===== config.mk =====
export PLATFORM = sky130hd
export DESIGN_NAME = bit_error_rate_counter
export DESIGN_NICKNAME = d
export VERILOG_FILES = /design/src/rtl/ber_pkg.sv /design/src/rtl/ber_front.sv /design/src/rtl/ber_div.sv /design/src/rtl/ber_back.sv /design/src/rtl/bit_error_rate_counter.sv
export SDC_FILE = /design/constraint.sdc
export NUM_CORES = 1
export LEC_CHECK = 0
export BUFFER_PORTS_ARGS = -buffer_cell sky130_fd_sc_hd__buf_2
export CORE_UTILIZATION = 62
export CTS_CLUSTER_SIZE = 16
export DETAILED_ROUTE_END_ITERATION = 6
export GPL_TIMING_DRIVEN = 0
export MAX_ROUTING_LAYER = met4
export PLACE_DENSITY_LB_ADDON = 0.3
export SYNTH_ARGS = -nofsm -noshare
export SYNTH_HDL_FRONTEND = slang
export SYNTH_HIERARCHICAL = 1
export SYNTH_SLANG_ARGS = --single-unit

===== constraint.sdc =====
create_clock -name i_clk -period 15.6 [get_ports i_clk]
set_clock_uncertainty 0.05 [all_clocks]
set_input_delay 3.12 -clock i_clk [delete_from_list [all_inputs] [get_ports i_clk]]
set_output_delay 3.12 -clock i_clk [all_outputs]
set_load 0.02 [all_outputs]

===== src/rtl/ber_pkg.sv =====
// ----------------------------------------------------------------------------
// Bit error rate counter package
// Shared constants, the queue entry type and the byte popcount function.
// ----------------------------------------------------------------------------
`default_nettype none

package ber_pkg;

    // Default widths of the run counters and of the ratio fraction.
    localparam int COUNT_WIDTH_DEF   = 48;
    localparam int FRACTION_BITS_DEF = 32;

    // Fixed sizes of one byte pair.
    localparam int BYTE_W        = 8;
    localparam int POP_W         = 4;
    localparam int BITS_PER_PAIR = 8;

    // Depth of the queue between the front and back parts.
    localparam int QUEUE_DEPTH = 4;

    // One classified item as it travels through the queue.
    typedef struct packed {
        logic [POP_W-1:0] pop;
        logic             last;
    } t_pair_info;

    // Number of set bits in one byte.
    function automatic logic [POP_W-1:0] popcount8(input logic [BYTE_W-1:0] v);
        logic [POP_W-1:0] n;
        n = '0;
        for (int i = 0; i < BYTE_W; i++) begin
            n = n + POP_W'(v[i]);
        end
        return n;
    endfunction

endpackage

`default_nettype wire


===== src/rtl/ber_front.sv =====
// ----------------------------------------------------------------------------
// Bit error rate counter front part
// Accepts byte pairs, counts their differing bits and queues the result.
// ----------------------------------------------------------------------------
`default_nettype none

module ber_front (
    input  wire logic                  i_clk,
    input  wire logic                  i_rst_n,
    input  wire logic                  i_in_valid,
    output logic                       o_in_ready,
    input  wire logic [7:0]            i_ref_byte,
    input  wire logic [7:0]            i_rx_byte,
    input  wire logic                  i_end_of_run,
    output logic                       o_q_valid,
    output ber_pkg::t_pair_info        o_q_data,
    input  wire logic                  i_q_ready
);
    import ber_pkg::*;

    localparam int PTR_W = $clog2(QUEUE_DEPTH);
    localparam int CNT_W = $clog2(QUEUE_DEPTH + 1);

    t_pair_info             r_mem [QUEUE_DEPTH];
    logic [PTR_W-1:0]       r_wr_ptr;
    logic [PTR_W-1:0]       r_rd_ptr;
    logic [CNT_W-1:0]       r_count;
    logic                   push;
    logic                   pop;
    t_pair_info             entry;

    // Classify the incoming item: differing bits and end of run.
    always_comb begin
        entry.pop  = popcount8(i_ref_byte ^ i_rx_byte);
        entry.last = i_end_of_run;
    end

    assign o_in_ready = (r_count != CNT_W'(QUEUE_DEPTH));
    assign o_q_valid  = (r_count != '0);
    assign o_q_data   = r_mem[r_rd_ptr];
    assign push       = i_in_valid && o_in_ready;
    assign pop        = o_q_valid && i_q_ready;

    // Queue storage needs no reset.
    always_ff @(posedge i_clk) begin
        if (push) begin
            r_mem[r_wr_ptr] <= entry;
        end
    end

    // Queue pointers and fill count.
    always_ff @(posedge i_clk) begin
        if (!i_rst_n) begin
            r_wr_ptr <= '0;
            r_rd_ptr <= '0;
            r_count  <= '0;
        end else begin
            if (push) begin
                r_wr_ptr <= r_wr_ptr + 1'b1;
            end
            if (pop) begin
                r_rd_ptr <= r_rd_ptr + 1'b1;
            end
            if (push && !pop) begin
                r_count <= r_count + 1'b1;
            end else if (pop && !push) begin
                r_count <= r_count - 1'b1;
            end
        end
    end

`ifndef SYNTH
    a_count_bound: assert property (@(posedge i_clk) disable iff (!i_rst_n)
        r_count <= CNT_W'(QUEUE_DEPTH))
        else $error("queue fill count above depth");
    a_count_track: assert property (@(posedge i_clk) disable iff (!i_rst_n)
        (push && !pop) |=> (r_count == $past(r_count) + 1'b1))
        else $error("queue count missed a push");
    a_ptr_gap: assert property (@(posedge i_clk) disable iff (!i_rst_n)
        (r_count == '0) |-> (r_wr_ptr == r_rd_ptr))
        else $error("empty queue with pointers apart");
`endif

endmodule

`default_nettype wire


===== src/rtl/ber_div.sv =====
// ----------------------------------------------------------------------------
// Bit error rate counter divider
// Restoring divider giving one fraction bit per cycle of num / den.
// ----------------------------------------------------------------------------
`default_nettype none

module ber_div #(
    parameter int COUNT_WIDTH   = ber_pkg::COUNT_WIDTH_DEF,
    parameter int FRACTION_BITS = ber_pkg::FRACTION_BITS_DEF
) (
    input  wire logic                     i_clk,
    input  wire logic                     i_rst_n,
    input  wire logic                     i_start,
    input  wire logic [COUNT_WIDTH-1:0]   i_num,
    input  wire logic [COUNT_WIDTH-1:0]   i_den,
    output logic                          o_busy,
    output logic [FRACTION_BITS:0]        o_quo
);
    localparam int CNT_W = $clog2(FRACTION_BITS + 1);

    logic [COUNT_WIDTH-1:0]   r_rem;
    logic [COUNT_WIDTH-1:0]   r_den;
    logic [FRACTION_BITS-1:0] r_quo;
    logic [CNT_W-1:0]         r_cnt;
    logic                     r_sat;
    logic                     r_zero;
    logic [COUNT_WIDTH:0]     shifted;
    logic                     take;

    // One trial subtraction of the doubled remainder.
    assign shifted = {r_rem, 1'b0};
    assign take    = (shifted >= {1'b0, r_den});
    assign o_busy  = (r_cnt != '0);

    // A ratio of one or more is exactly one; a zero total gives zero.
    always_comb begin
        if (r_sat) begin
            o_quo = {1'b1, {FRACTION_BITS{1'b0}}};
        end else if (r_zero) begin
            o_quo = '0;
        end else begin
            o_quo = {1'b0, r_quo};
        end
    end

    // Datapath registers.
    always_ff @(posedge i_clk) begin
        if (i_start) begin
            r_rem  <= i_num;
            r_den  <= i_den;
            r_quo  <= '0;
            r_sat  <= (i_den != '0) && (i_num >= i_den);
            r_zero <= (i_den == '0);
        end else if (o_busy) begin
            r_quo <= {r_quo[FRACTION_BITS-2:0], take};
            if (take) begin
                r_rem <= COUNT_WIDTH'(shifted - {1'b0, r_den});
            end else begin
                r_rem <= shifted[COUNT_WIDTH-1:0];
            end
        end
    end

    // Step counter.
    always_ff @(posedge i_clk) begin
        if (!i_rst_n) begin
            r_cnt <= '0;
        end else if (i_start) begin
            r_cnt <= CNT_W'(FRACTION_BITS);
        end else if (o_busy) begin
            r_cnt <= r_cnt - 1'b1;
        end
    end

`ifndef SYNTH
    a_start_idle: assert property (@(posedge i_clk) disable iff (!i_rst_n)
        i_start |-> !o_busy)
        else $error("divider started while busy");
    a_start_busy: assert property (@(posedge i_clk) disable iff (!i_rst_n)
        i_start |=> o_busy)
        else $error("divider did not start");
    a_rem_bound: assert property (@(posedge i_clk) disable iff (!i_rst_n)
        (o_busy && !r_sat && !r_zero) |-> (r_rem < r_den))
        else $error("remainder not below divisor");
`endif

endmodule

`default_nettype wire


===== src/rtl/ber_back.sv =====
// ----------------------------------------------------------------------------
// Bit error rate counter back part
// Accumulates queued items, runs the ratio division and holds the result.
// ----------------------------------------------------------------------------
`default_nettype none

module ber_back #(
    parameter int COUNT_WIDTH   = ber_pkg::COUNT_WIDTH_DEF,
    parameter int FRACTION_BITS = ber_pkg::FRACTION_BITS_DEF
) (
    input  wire logic                     i_clk,
    input  wire logic                     i_rst_n,
    input  wire logic                     i_q_valid,
    input  wire ber_pkg::t_pair_info      i_q_data,
    output logic                          o_q_ready,
    output logic                          o_out_valid,
    input  wire logic                     i_out_ready,
    output logic [COUNT_WIDTH-1:0]        o_error_bits,
    output logic [COUNT_WIDTH-1:0]        o_total_bits,
    output logic [FRACTION_BITS:0]        o_error_ratio
);
    import ber_pkg::*;

    typedef enum logic {
        S_ACC,
        S_DIV
    } t_state;

    t_state                   r_state, n_state;
    logic [COUNT_WIDTH-1:0]   r_err_acc, n_err_acc;
    logic [COUNT_WIDTH-1:0]   r_bit_acc, n_bit_acc;
    logic [COUNT_WIDTH-1:0]   r_res_err, n_res_err;
    logic [COUNT_WIDTH-1:0]   r_res_tot, n_res_tot;
    logic                     r_out_valid, n_out_valid;
    logic [COUNT_WIDTH-1:0]   r_out_err, n_out_err;
    logic [COUNT_WIDTH-1:0]   r_out_tot, n_out_tot;
    logic [FRACTION_BITS:0]   r_out_ratio, n_out_ratio;
    logic [COUNT_WIDTH:0]     err_sum;
    logic [COUNT_WIDTH:0]     bit_sum;
    logic [COUNT_WIDTH-1:0]   err_next;
    logic [COUNT_WIDTH-1:0]   bit_next;
    logic                     take;
    logic                     div_start;
    logic                     div_busy;
    logic [FRACTION_BITS:0]   div_quo;

    // Saturating counter updates: a carry out means the sum passed the maximum.
    assign err_sum  = {1'b0, r_err_acc} + (COUNT_WIDTH + 1)'(i_q_data.pop);
    assign bit_sum  = {1'b0, r_bit_acc} + (COUNT_WIDTH + 1)'(BITS_PER_PAIR);
    assign err_next = err_sum[COUNT_WIDTH] ? '1 : err_sum[COUNT_WIDTH-1:0];
    assign bit_next = bit_sum[COUNT_WIDTH] ? '1 : bit_sum[COUNT_WIDTH-1:0];

    assign o_q_ready = (r_state == S_ACC);
    assign take      = i_q_valid && o_q_ready;
    assign div_start = take && i_q_data.last;

    ber_div #(
        .COUNT_WIDTH   (COUNT_WIDTH),
        .FRACTION_BITS (FRACTION_BITS)
    ) u_div (
        .i_clk   (i_clk),
        .i_rst_n (i_rst_n),
        .i_start (div_start),
        .i_num   (err_next),
        .i_den   (bit_next),
        .o_busy  (div_busy),
        .o_quo   (div_quo)
    );

    // Next-state logic for accumulation, division wait and output register.
    always_comb begin
        n_state     = r_state;
        n_err_acc   = r_err_acc;
        n_bit_acc   = r_bit_acc;
        n_res_err   = r_res_err;
        n_res_tot   = r_res_tot;
        n_out_valid = r_out_valid;
        n_out_err   = r_out_err;
        n_out_tot   = r_out_tot;
        n_out_ratio = r_out_ratio;

        if (r_out_valid && i_out_ready) begin
            n_out_valid = 1'b0;
        end

        case (r_state)
            S_ACC: begin
                if (take) begin
                    if (i_q_data.last) begin
                        n_res_err = err_next;
                        n_res_tot = bit_next;
                        n_err_acc = '0;
                        n_bit_acc = '0;
                        n_state   = S_DIV;
                    end else begin
                        n_err_acc = err_next;
                        n_bit_acc = bit_next;
                    end
                end
            end
            S_DIV: begin
                if (!div_busy && (!r_out_valid || i_out_ready)) begin
                    n_out_valid = 1'b1;
                    n_out_err   = r_res_err;
                    n_out_tot   = r_res_tot;
                    n_out_ratio = div_quo;
                    n_state     = S_ACC;
                end
            end
            default: begin
                n_state = S_ACC;
            end
        endcase
    end

    // State and registered outputs.
    always_ff @(posedge i_clk) begin
        if (!i_rst_n) begin
            r_state     <= S_ACC;
            r_err_acc   <= '0;
            r_bit_acc   <= '0;
            r_out_valid <= 1'b0;
        end else begin
            r_state     <= n_state;
            r_err_acc   <= n_err_acc;
            r_bit_acc   <= n_bit_acc;
            r_out_valid <= n_out_valid;
        end
        r_res_err   <= n_res_err;
        r_res_tot   <= n_res_tot;
        r_out_err   <= n_out_err;
        r_out_tot   <= n_out_tot;
        r_out_ratio <= n_out_ratio;
    end

    assign o_out_valid   = r_out_valid;
    assign o_error_bits  = r_out_err;
    assign o_total_bits  = r_out_tot;
    assign o_error_ratio = r_out_ratio;

`ifndef SYNTH
    a_run_clear: assert property (@(posedge i_clk) disable iff (!i_rst_n)
        div_start |=> (r_err_acc == '0) && (r_bit_acc == '0))
        else $error("counters not cleared after end of run");
    a_err_le_tot: assert property (@(posedge i_clk) disable iff (!i_rst_n)
        (r_err_acc <= r_bit_acc))
        else $error("error count above total count");
    a_load_out: assert property (@(posedge i_clk) disable iff (!i_rst_n)
        (r_state == S_DIV && !div_busy && (!r_out_valid || i_out_ready))
        |=> (r_out_valid && r_state == S_ACC))
        else $error("finished result not loaded");
`endif

endmodule

`default_nettype wire


===== src/rtl/bit_error_rate_counter.sv =====
// Accepted items are queued; an end-of-run item taken from the queue starts the
// divider; the result is loaded once the divider is idle and the output register free.
// Throughput: one byte pair per cycle within a run; the end-of-run pair holds the back
// part while the one-bit-per-cycle divider runs, longer while the previous result waits,
// so the input stalls once QUEUE_DEPTH items are queued.
// Reset: synchronous, active low; clears the queue, both counters and the output valid.
// ----------------------------------------------------------------------------
// Bit error rate counter
// Counts differing bits between two byte streams and reports the run ratio.
// ----------------------------------------------------------------------------
`default_nettype none

module bit_error_rate_counter #(
    parameter int COUNT_WIDTH   = ber_pkg::COUNT_WIDTH_DEF,
    parameter int FRACTION_BITS = ber_pkg::FRACTION_BITS_DEF
) (
    input  wire logic                     i_clk,
    input  wire logic                     i_rst_n,
    input  wire logic                     i_in_valid,
    output logic                          o_in_ready,
    input  wire logic [7:0]               i_ref_byte,
    input  wire logic [7:0]               i_rx_byte,
    input  wire logic                     i_end_of_run,
    output logic                          o_out_valid,
    input  wire logic                     i_out_ready,
    output logic [COUNT_WIDTH-1:0]        o_error_bits,
    output logic [COUNT_WIDTH-1:0]        o_total_bits,
    output logic [FRACTION_BITS:0]        o_error_ratio
);
    import ber_pkg::*;

    logic       q_valid;
    logic       q_ready;
    t_pair_info q_data;

    // Front part: classify items and queue them.
    ber_front u_front (
        .i_clk        (i_clk),
        .i_rst_n      (i_rst_n),
        .i_in_valid   (i_in_valid),
        .o_in_ready   (o_in_ready),
        .i_ref_byte   (i_ref_byte),
        .i_rx_byte    (i_rx_byte),
        .i_end_of_run (i_end_of_run),
        .o_q_valid    (q_valid),
        .o_q_data     (q_data),
        .i_q_ready    (q_ready)
    );

    // Back part: count, divide and present results.
    ber_back #(
        .COUNT_WIDTH   (COUNT_WIDTH),
        .FRACTION_BITS (FRACTION_BITS)
    ) u_back (
        .i_clk         (i_clk),
        .i_rst_n       (i_rst_n),
        .i_q_valid     (q_valid),
        .i_q_data      (q_data),
        .o_q_ready     (q_ready),
        .o_out_valid   (o_out_valid),
        .i_out_ready   (i_out_ready),
        .o_error_bits  (o_error_bits),
        .o_total_bits  (o_total_bits),
        .o_error_ratio (o_error_ratio)
    );

endmodule

`default_nettype wire

==> results.sh, run 1 <==
export IMPL_first_pass_iters=7
export IMPL_nets=2805
export IMPL_drc_errors=0
export IMPL_total_power_mw=5.96
export IMPL_num_rows=73
export IMPL_hold_violations=0
export IMPL_yosys_warnings=6
export IMPL_final_max_slew_viol_count=0
export IMPL_wl_per_cell_um=23.8
export IMPL_worst_slack_ns=8.79
export IMPL_dieHeight_um=203
export IMPL_period_needed_ns=6.81
export IMPL_crit_fanout=10
export IMPL_cp_arrival_ns=7.21
export IMPL_antenna_found_initial=0
export IMPL_cts_repair_resize_count=0
export IMPL_drive_above_1_share_pct=13.4
export IMPL_core_area_um2=39800
export IMPL_cts_max_level=2
export IMPL_ant_nets=0
export IMPL_drt_iter0_drc=2320
export IMPL_status="finished, final reports clean"
export IMPL_vdd_ir_drop_max_uv=173
export IMPL_critical_path_class="reg -> reg"
export IMPL_syn_inst=2449
export IMPL_syn_nets=2587
export IMPL_start_util_pct=63.1
export IMPL_utilization_pct=71.5
export IMPL_overflow=0
export IMPL_dp_hpwl_mm=57.2
export IMPL_routed_wl_mm=76.9
export IMPL_grt_pass1_wl_mm=115
export IMPL_synth_edf_count=343
export IMPL_synthFlopType="edfxtp_1"
export IMPL_grt_pass1_vias=19900
export IMPL_place_ws_ns=8.92
export IMPL_maxCapViolations=0
export IMPL_cts_setup_buffers=0
export IMPL_gr_usage_met2_pct=58.4
export IMPL_yosys_register_bits=488
export IMPL_dieWidth_um=203
export IMPL_maxSlewHeadroom_pct=25.1
export IMPL_clock_sinks=488
export IMPL_p_leak_nw=11.1
export IMPL_setup_violations_final=0
export IMPL_portBuffers=151
export IMPL_fmax_mhz=147
export IMPL_clk_pin_slew_ns=0.06
export IMPL_syn_avg_cell_area_um2=10.3
export IMPL_met3_usage_pct=5.80
export IMPL_clockBufferDepth=3
export IMPL_place_area_um2=26700
export IMPL_end_kind="register"
export IMPL_io_pins=152
export IMPL_async_flop_share_pct=0
export IMPL_hold_class="reg -> reg"
export IMPL_antennaDiodeCount=0
export IMPL_synth_cell_type_count=90
export IMPL_postLayoutCellArea_um2=28500
export IMPL_grt_total_usage_pct=38.1
export IMPL_max_slew_worst_pin_slew_ns=1.11
export IMPL_synth_seq_area_share_pct=52.6
export IMPL_grt_use_met1_pct=48.4
export IMPL_cts_root_buf="clkbuf_16"
export IMPL_grt_busiest_layer="met2"
export IMPL_power_density_nw_per_um2=209
export IMPL_clock_latency_ns=0.61
export IMPL_areaGrowthSynthToFinish_pct=13.4
export IMPL_grt_max_degree=51
export IMPL_fin_crit_sh_pct=43.6
export IMPL_cts_tree="done"
export IMPL_rsz0062_at_grt="false"
export IMPL_cts_buffers_inserted=51
export IMPL_gp_congestion=0.971
export IMPL_required_ns=16.00
export IMPL_ctsHoldBuffers=0
export IMPL_worst_setup_path_start_kind="register"
export IMPL_viasPerCell=6.43
export IMPL_synth_cell_area_um2=25100
export IMPL_dieArea_um2=41300
export IMPL_vias=20800
-- path summary, 6_finish.rpt --
| check | from | endpoint | slack (ns) | depth (start not counted) |
|---|---|---|---|---|
| setup / recovery | register | u_back/u_div/r_sat | 8.79 | 20 |
| hold / removal | u_back/r_res_err[45] | u_back/o_error_bits[45] | 0.37 | 0 |
| setup reg to reg | register | u_back/u_div/r_sat | 8.79 | 20 |
| hold reg to reg | u_back/r_res_err[45] | u_back/o_error_bits[45] | 0.37 | 0 |
-- layout by cell type (no fill, tap or decap), types with 10 or more instances in the layout --
| cell type | synthesis | final |
|---|---|---|
| a21o_1 | 46 | 46 |
| nor2b_1 | 24 | 24 |
| or2_2 | 11 | 11 |
| nor3_1 | 75 | 74 |
| a31oi_1 | 20 | 20 |
| a311oi_1 | 16 | 16 |
| buf_2 | 24 | 176 |
| clkbuf_1 | 89 | 95 |
| nand4_1 | 68 | 68 |
| buf_6 | 2 | 11 |
| a211oi_1 | 30 | 30 |
| and2_1 | 47 | 47 |
| clkbuf_16 | 0 | 52 |
| edfxtp_1 | 343 | 343 |
| nand3_1 | 60 | 60 |
| xor2_1 | 48 | 48 |
| a21oi_1 | 211 | 211 |
| mux2_2 | 24 | 24 |
| o31ai_1 | 10 | 10 |
| o21bai_1 | 10 | 10 |
| nor4_1 | 32 | 32 |
| nand2b_1 | 21 | 20 |
| o21ai_0 | 105 | 105 |
| ha_1 | 110 | 110 |
| dfxtp_1 | 145 | 145 |
| inv_1 | 155 | 153 |
| and4_1 | 13 | 13 |
| nand2_1 | 266 | 266 |
| nor2_1 | 160 | 160 |
| and3_1 | 30 | 30 |
| xnor2_1 | 79 | 79 |
-- stage by stage --
stage,hold slack (ns),instances,setup TNS (ns)
after floorplan,0.350,2449,0
after CTS,0.369,3235,0
final,0.366,3235,0
after global placement,0.351,3125,-56.47
after global routing,0.371,3235,0
after detailed placement,0.355,3139,0
-- cell type report --
type	count	area [um^2]
sequential	488	13200
fill	2837	11300
clock buffer	65	1420
clock inverter	31	323
buffer	126	539
tap	525	657
timing repair buffer	165	945
inverter	156	588
multi-input combinational	1679	10800
-- routing by layer --
metal	share of wire [%]	vias to the layer above
met1	39	9900
met4	6.1	0
met3	9.5	288
met2	46	1264
met5	0	-
li1	-	9344
-- logic make-up (layout without fill, tap and decap cells) --
group / Yosys count / in the layout / synth area share, %
multiplexers: 38 / 38 / 1.89
buffers and inverters: 282 / 543 / 4.48
adder cells (fa/ha/maj): 117 / 117 / 6.04
XOR/XNOR: 127 / 127 / 4.43
AO/OA/AOI/OAI: 540 / 540 / 13.5
AND/OR/NAND/NOR: 857 / 857 / 17.1
flip-flops: 488 / 488 / 52.6
-- power breakdown --
group / switching (mW) / internal [mW] / leakage [nW]
sequential: 0.131 / 1.86 / 4.49
clock: 0.526 / 0.731 / 0.845
combinational: 1.80 / 0.905 / 5.77
total: 2.46 / 3.50 / 11.1
-- critical path, cell delays in order (launching register included) --
cell      delay (ns)
dfxtp_1         0.31
buf_2           0.20
mux4_2          0.55
ha_1            0.27
fa_1            0.45
a211oi_1        0.73
nor3_1          0.21
nand4_2         0.33
clkbuf_1        0.48
clkbuf_1        0.41
nand2_1         0.26
ha_1            0.37
nand4_1         0.13
or3_1           0.46
nor3_1          0.16
o41ai_1         0.11
a21oi_1         0.34
o21ai_0         0.21
a311oi_1        0.34
o21ai_0         0.13
a21oi_1         0.14
-- registers in the layout, indices dropped and copies added (netlist names), named ones only --
| signal | count |
|---|---|
| u_front/r_wr_ptr | 2 |
| u_back/r_state | 1 |
| u_back/o_total_bits | 48 |
| u_front/r_rd_ptr | 2 |
| u_back/u_div/r_cnt | 6 |
| u_back/r_err_acc | 48 |
| u_back/o_out_valid | 1 |
| u_back/u_div/r_quo | 32 |
| u_back/u_div/r_rem | 48 |
| u_front/r_mem | 20 |
| u_back/r_res_tot | 48 |
| u_back/r_bit_acc | 48 |
| u_back/r_res_err | 48 |
| u_back/u_div/r_den | 48 |
| u_back/u_div/r_zero | 1 |
| u_back/o_error_bits | 48 |
| u_front/r_count | 3 |
| u_back/o_error_ratio | 33 |
| u_back/u_div/r_sat | 1 |
-- cells in the mapped netlist, types with 10 or more instances --
| cell | n | area share, % |
|---|---|---|
| and2_1 | 47 | 1.2 |
| dfxtp_1 | 145 | 12 |
| or2_2 | 11 | 0.27 |
| a211oi_1 | 30 | 0.90 |
| nand2_1 | 266 | 4.0 |
| nor4_1 | 32 | 0.80 |
| inv_1 | 155 | 2.3 |
| a21oi_1 | 211 | 4.2 |
| and3_1 | 30 | 0.75 |
| nand2b_1 | 21 | 0.52 |
| edfxtp_1 | 343 | 41 |
| nand4_1 | 68 | 1.7 |
| clkbuf_1 | 89 | 1.3 |
| o21bai_1 | 10 | 0.30 |
| xnor2_1 | 79 | 2.8 |
| o21ai_0 | 105 | 2.1 |
| ha_1 | 110 | 5.5 |
| nor2_1 | 160 | 2.4 |
| nor3_1 | 75 | 1.5 |
| o31ai_1 | 10 | 0.30 |
| nand3_1 | 60 | 1.2 |
| xor2_1 | 48 | 1.7 |
| a311oi_1 | 16 | 0.56 |
| and4_1 | 13 | 0.45 |
| a21o_1 | 46 | 1.4 |
| nor2b_1 | 24 | 0.60 |
| mux2_2 | 24 | 1.1 |
| a31oi_1 | 20 | 0.50 |
| buf_2 | 24 | 0.48 |
No activity file was read; power rests on OpenSTA's default activity.
==> run 2: changes to the inputs <==
==> constraint.sdc (replaced) <==
create_clock -name i_clk -period 6.31 [get_ports i_clk]
set_clock_uncertainty 0.05 [all_clocks]
set_input_delay 1.262 -clock i_clk [delete_from_list [all_inputs] [get_ports i_clk]]
set_output_delay 1.262 -clock i_clk [all_outputs]
set_load 0.02 [all_outputs]
==> run 2 against run 1 <==
Final area is essentially flat. Cell count shrank 0.15%. Non-clock buffer count shrank 5. Maximum frequency grew 12%. Flip-flop and latch count is the same. Die area is the same. Register-to-register slack lost 8.6 ns. Sequential power grew 150%. Global-route usage grew 0.37 points. Combinational power grew 150%. Worst hold slack gained 0.0019 ns.
==> results.sh, run 2 (synthesis results as in run 1) <==
export IMPL_drc_errors=0
export IMPL_clockBufferDepth=3
export IMPL_dieHeight_um=203
export IMPL_dieArea_um2=41300
export IMPL_power_density_nw_per_um2=516
export IMPL_cts_max_level=2
export IMPL_io_pins=152
export IMPL_worst_setup_path_start_kind="register"
export IMPL_routed_wl_mm=77.8
export IMPL_max_slew_worst_pin_slew_ns=1.07
export IMPL_cp_slowest_cell="mux4_2"
export IMPL_hold_violations=0
export IMPL_cts_buffers_inserted=50
export IMPL_maxSlewHeadroom_pct=28.2
export IMPL_p_leak_nw=11.1
export IMPL_vias=20800
export IMPL_nets=2799
export IMPL_fin_setup_tns_ns=0
export IMPL_drt_iter0_drc=2332
export IMPL_antenna_found_initial=1
export IMPL_utilization_pct=71.4
export IMPL_required_ns=6.72
export IMPL_critical_path_class="reg -> reg"
export IMPL_core_area_um2=39800
export IMPL_setup_violations_final=0
export IMPL_final_max_slew_viol_count=0
export IMPL_cts_setup_buffers=0
export IMPL_slowest_delay_ns=0.57
export IMPL_first_pass_iters=6
export IMPL_dieWidth_um=203
export IMPL_portBuffers=151
export IMPL_period_needed_ns=6.07
export IMPL_final_cell_mix="edfxtp_1, nand2_1, a21oi_1, buf_2, nor2_1"
export IMPL_worst_slack_ns=0.237
export IMPL_hold_class="reg -> reg"
export IMPL_areaGrowthSynthToFinish_pct=13.3
export IMPL_grt_total_usage_pct=38.5
export IMPL_num_rows=73
export IMPL_maxCapViolations=0
export IMPL_fin_crit_sh_pct=96.2
export IMPL_grt_pass1_vias=20000
export IMPL_end_kind="register"
export IMPL_fmax_mhz=165
export IMPL_overflow=0
export IMPL_total_power_mw=14.7
export IMPL_crit_fanout=17
export IMPL_start_util_pct=63.1
export IMPL_final_common_cell="edfxtp_1"
export IMPL_dp_hpwl_mm=57.1
export IMPL_rsz0062_at_grt="false"
export IMPL_clock_sinks=488
export IMPL_wl_per_cell_um=24.1
export IMPL_ctsHoldBuffers=0
export IMPL_vdd_ir_drop_max_uv=352
export IMPL_cts_root_buf="clkbuf_16"
export IMPL_cp_arrival_ns=6.48
export IMPL_ant_nets=0
export IMPL_place_ws_ns=-0.411
export IMPL_path_buf_inv=2
export IMPL_clk_pin_slew_ns=0.06
export IMPL_crit_family="compound AO/OA/AOI/OAI gates"
export IMPL_gp_congestion=0.987
export IMPL_cp_cell_sequence="buf_2 > mux4_2 > ha_1 > fa_1 > a211oi_4 > nor3_1 > nand4_4 > clkbuf_1 > nand2_1 > ha_1 > nand4_1 > or3_1 > nor3_1 > o41ai_1 > a21oi_1 > o21ai_0 > a311oi_1 > o21ai_0 > a21oi_1"
export IMPL_drive_above_1_share_pct=13.2
export IMPL_viasPerCell=6.44
export IMPL_clock_latency_ns=0.62
export IMPL_grt_max_degree=52
export IMPL_grt_pass1_wl_mm=116
export IMPL_cts_tree="done"
export IMPL_status="finished, final reports clean"
==> run 2: worst paths after layout <==
kind / startpoint / endpoint / slack [ns] / depth (start not counted)
min: u_back/r_res_tot[23] / u_back/o_total_bits[23] / 0.37 / 0
max: register / u_back/u_div/r_sat / 0.24 / 19
max reg2reg: register / u_back/u_div/r_sat / 0.24 / 19
min reg2reg: u_back/r_res_tot[23] / u_back/o_total_bits[23] / 0.37 / 0
==> run 2: worst reg2reg max path, stage by stage, from the launching register on <==
cell and delay, ns:
dfxtp_1 0.30, buf_2 0.20, mux4_2 0.57, ha_1 0.27, fa_1 0.47, a211oi_4 0.42
nor3_1 0.20, nand4_4 0.32, clkbuf_1 0.36, nand2_1 0.25, ha_1 0.37, nand4_1 0.15
or3_1 0.48, nor3_1 0.20, o41ai_1 0.12, a21oi_1 0.40, o21ai_0 0.21, a311oi_1 0.33
o21ai_0 0.12, a21oi_1 0.13
==> run 2: power breakdown <==
part	internal (mW)	switching [mW]	total, mW
clock network	1.71	1.31	3.01
registers	4.60	0.325	4.93
logic	2.25	4.48	6.73
==> run 2: area by class of cell <==
| class | instances | area, um^2 |
|---|---|---|
| antenna | 2 | 5.00 |
| buffer | 125 | 538 |
| clock buffer | 69 | 1410 |
| clock inverter | 25 | 249 |
| fill | 2868 | 11400 |
| inverter | 156 | 588 |
| multi-input combinational | 1679 | 10800 |
| sequential | 488 | 13200 |
| tap | 525 | 657 |
| timing repair buffer | 161 | 971 |
==> run 2: per-stage QoR <==
step	instance area [um^2]	hold WS, ns	std cells
2_1_floorplan	25100	0.350	2449
3_3_place_gp	26500	0.351	3125
3_5_place_dp	26800	0.355	3135
4_1_cts	28400	0.369	3228
5_1_grt	28400	0.371	3229
6_report	28500	0.368	3230
==> run 2: repair_timing <==
item	4_1_cts	5_1_grt
setup endpoints to repair	1	1
gates resized for setup	1	6
pin swaps	0	0
gates cloned	0	0
==> run 2: routing by layer <==
layer	routed length, um	global-route usage, %
met5	0	-
met4	4380	21.0
met3	7950	6.86
met2	35900	60.0
met1	29500	47.9
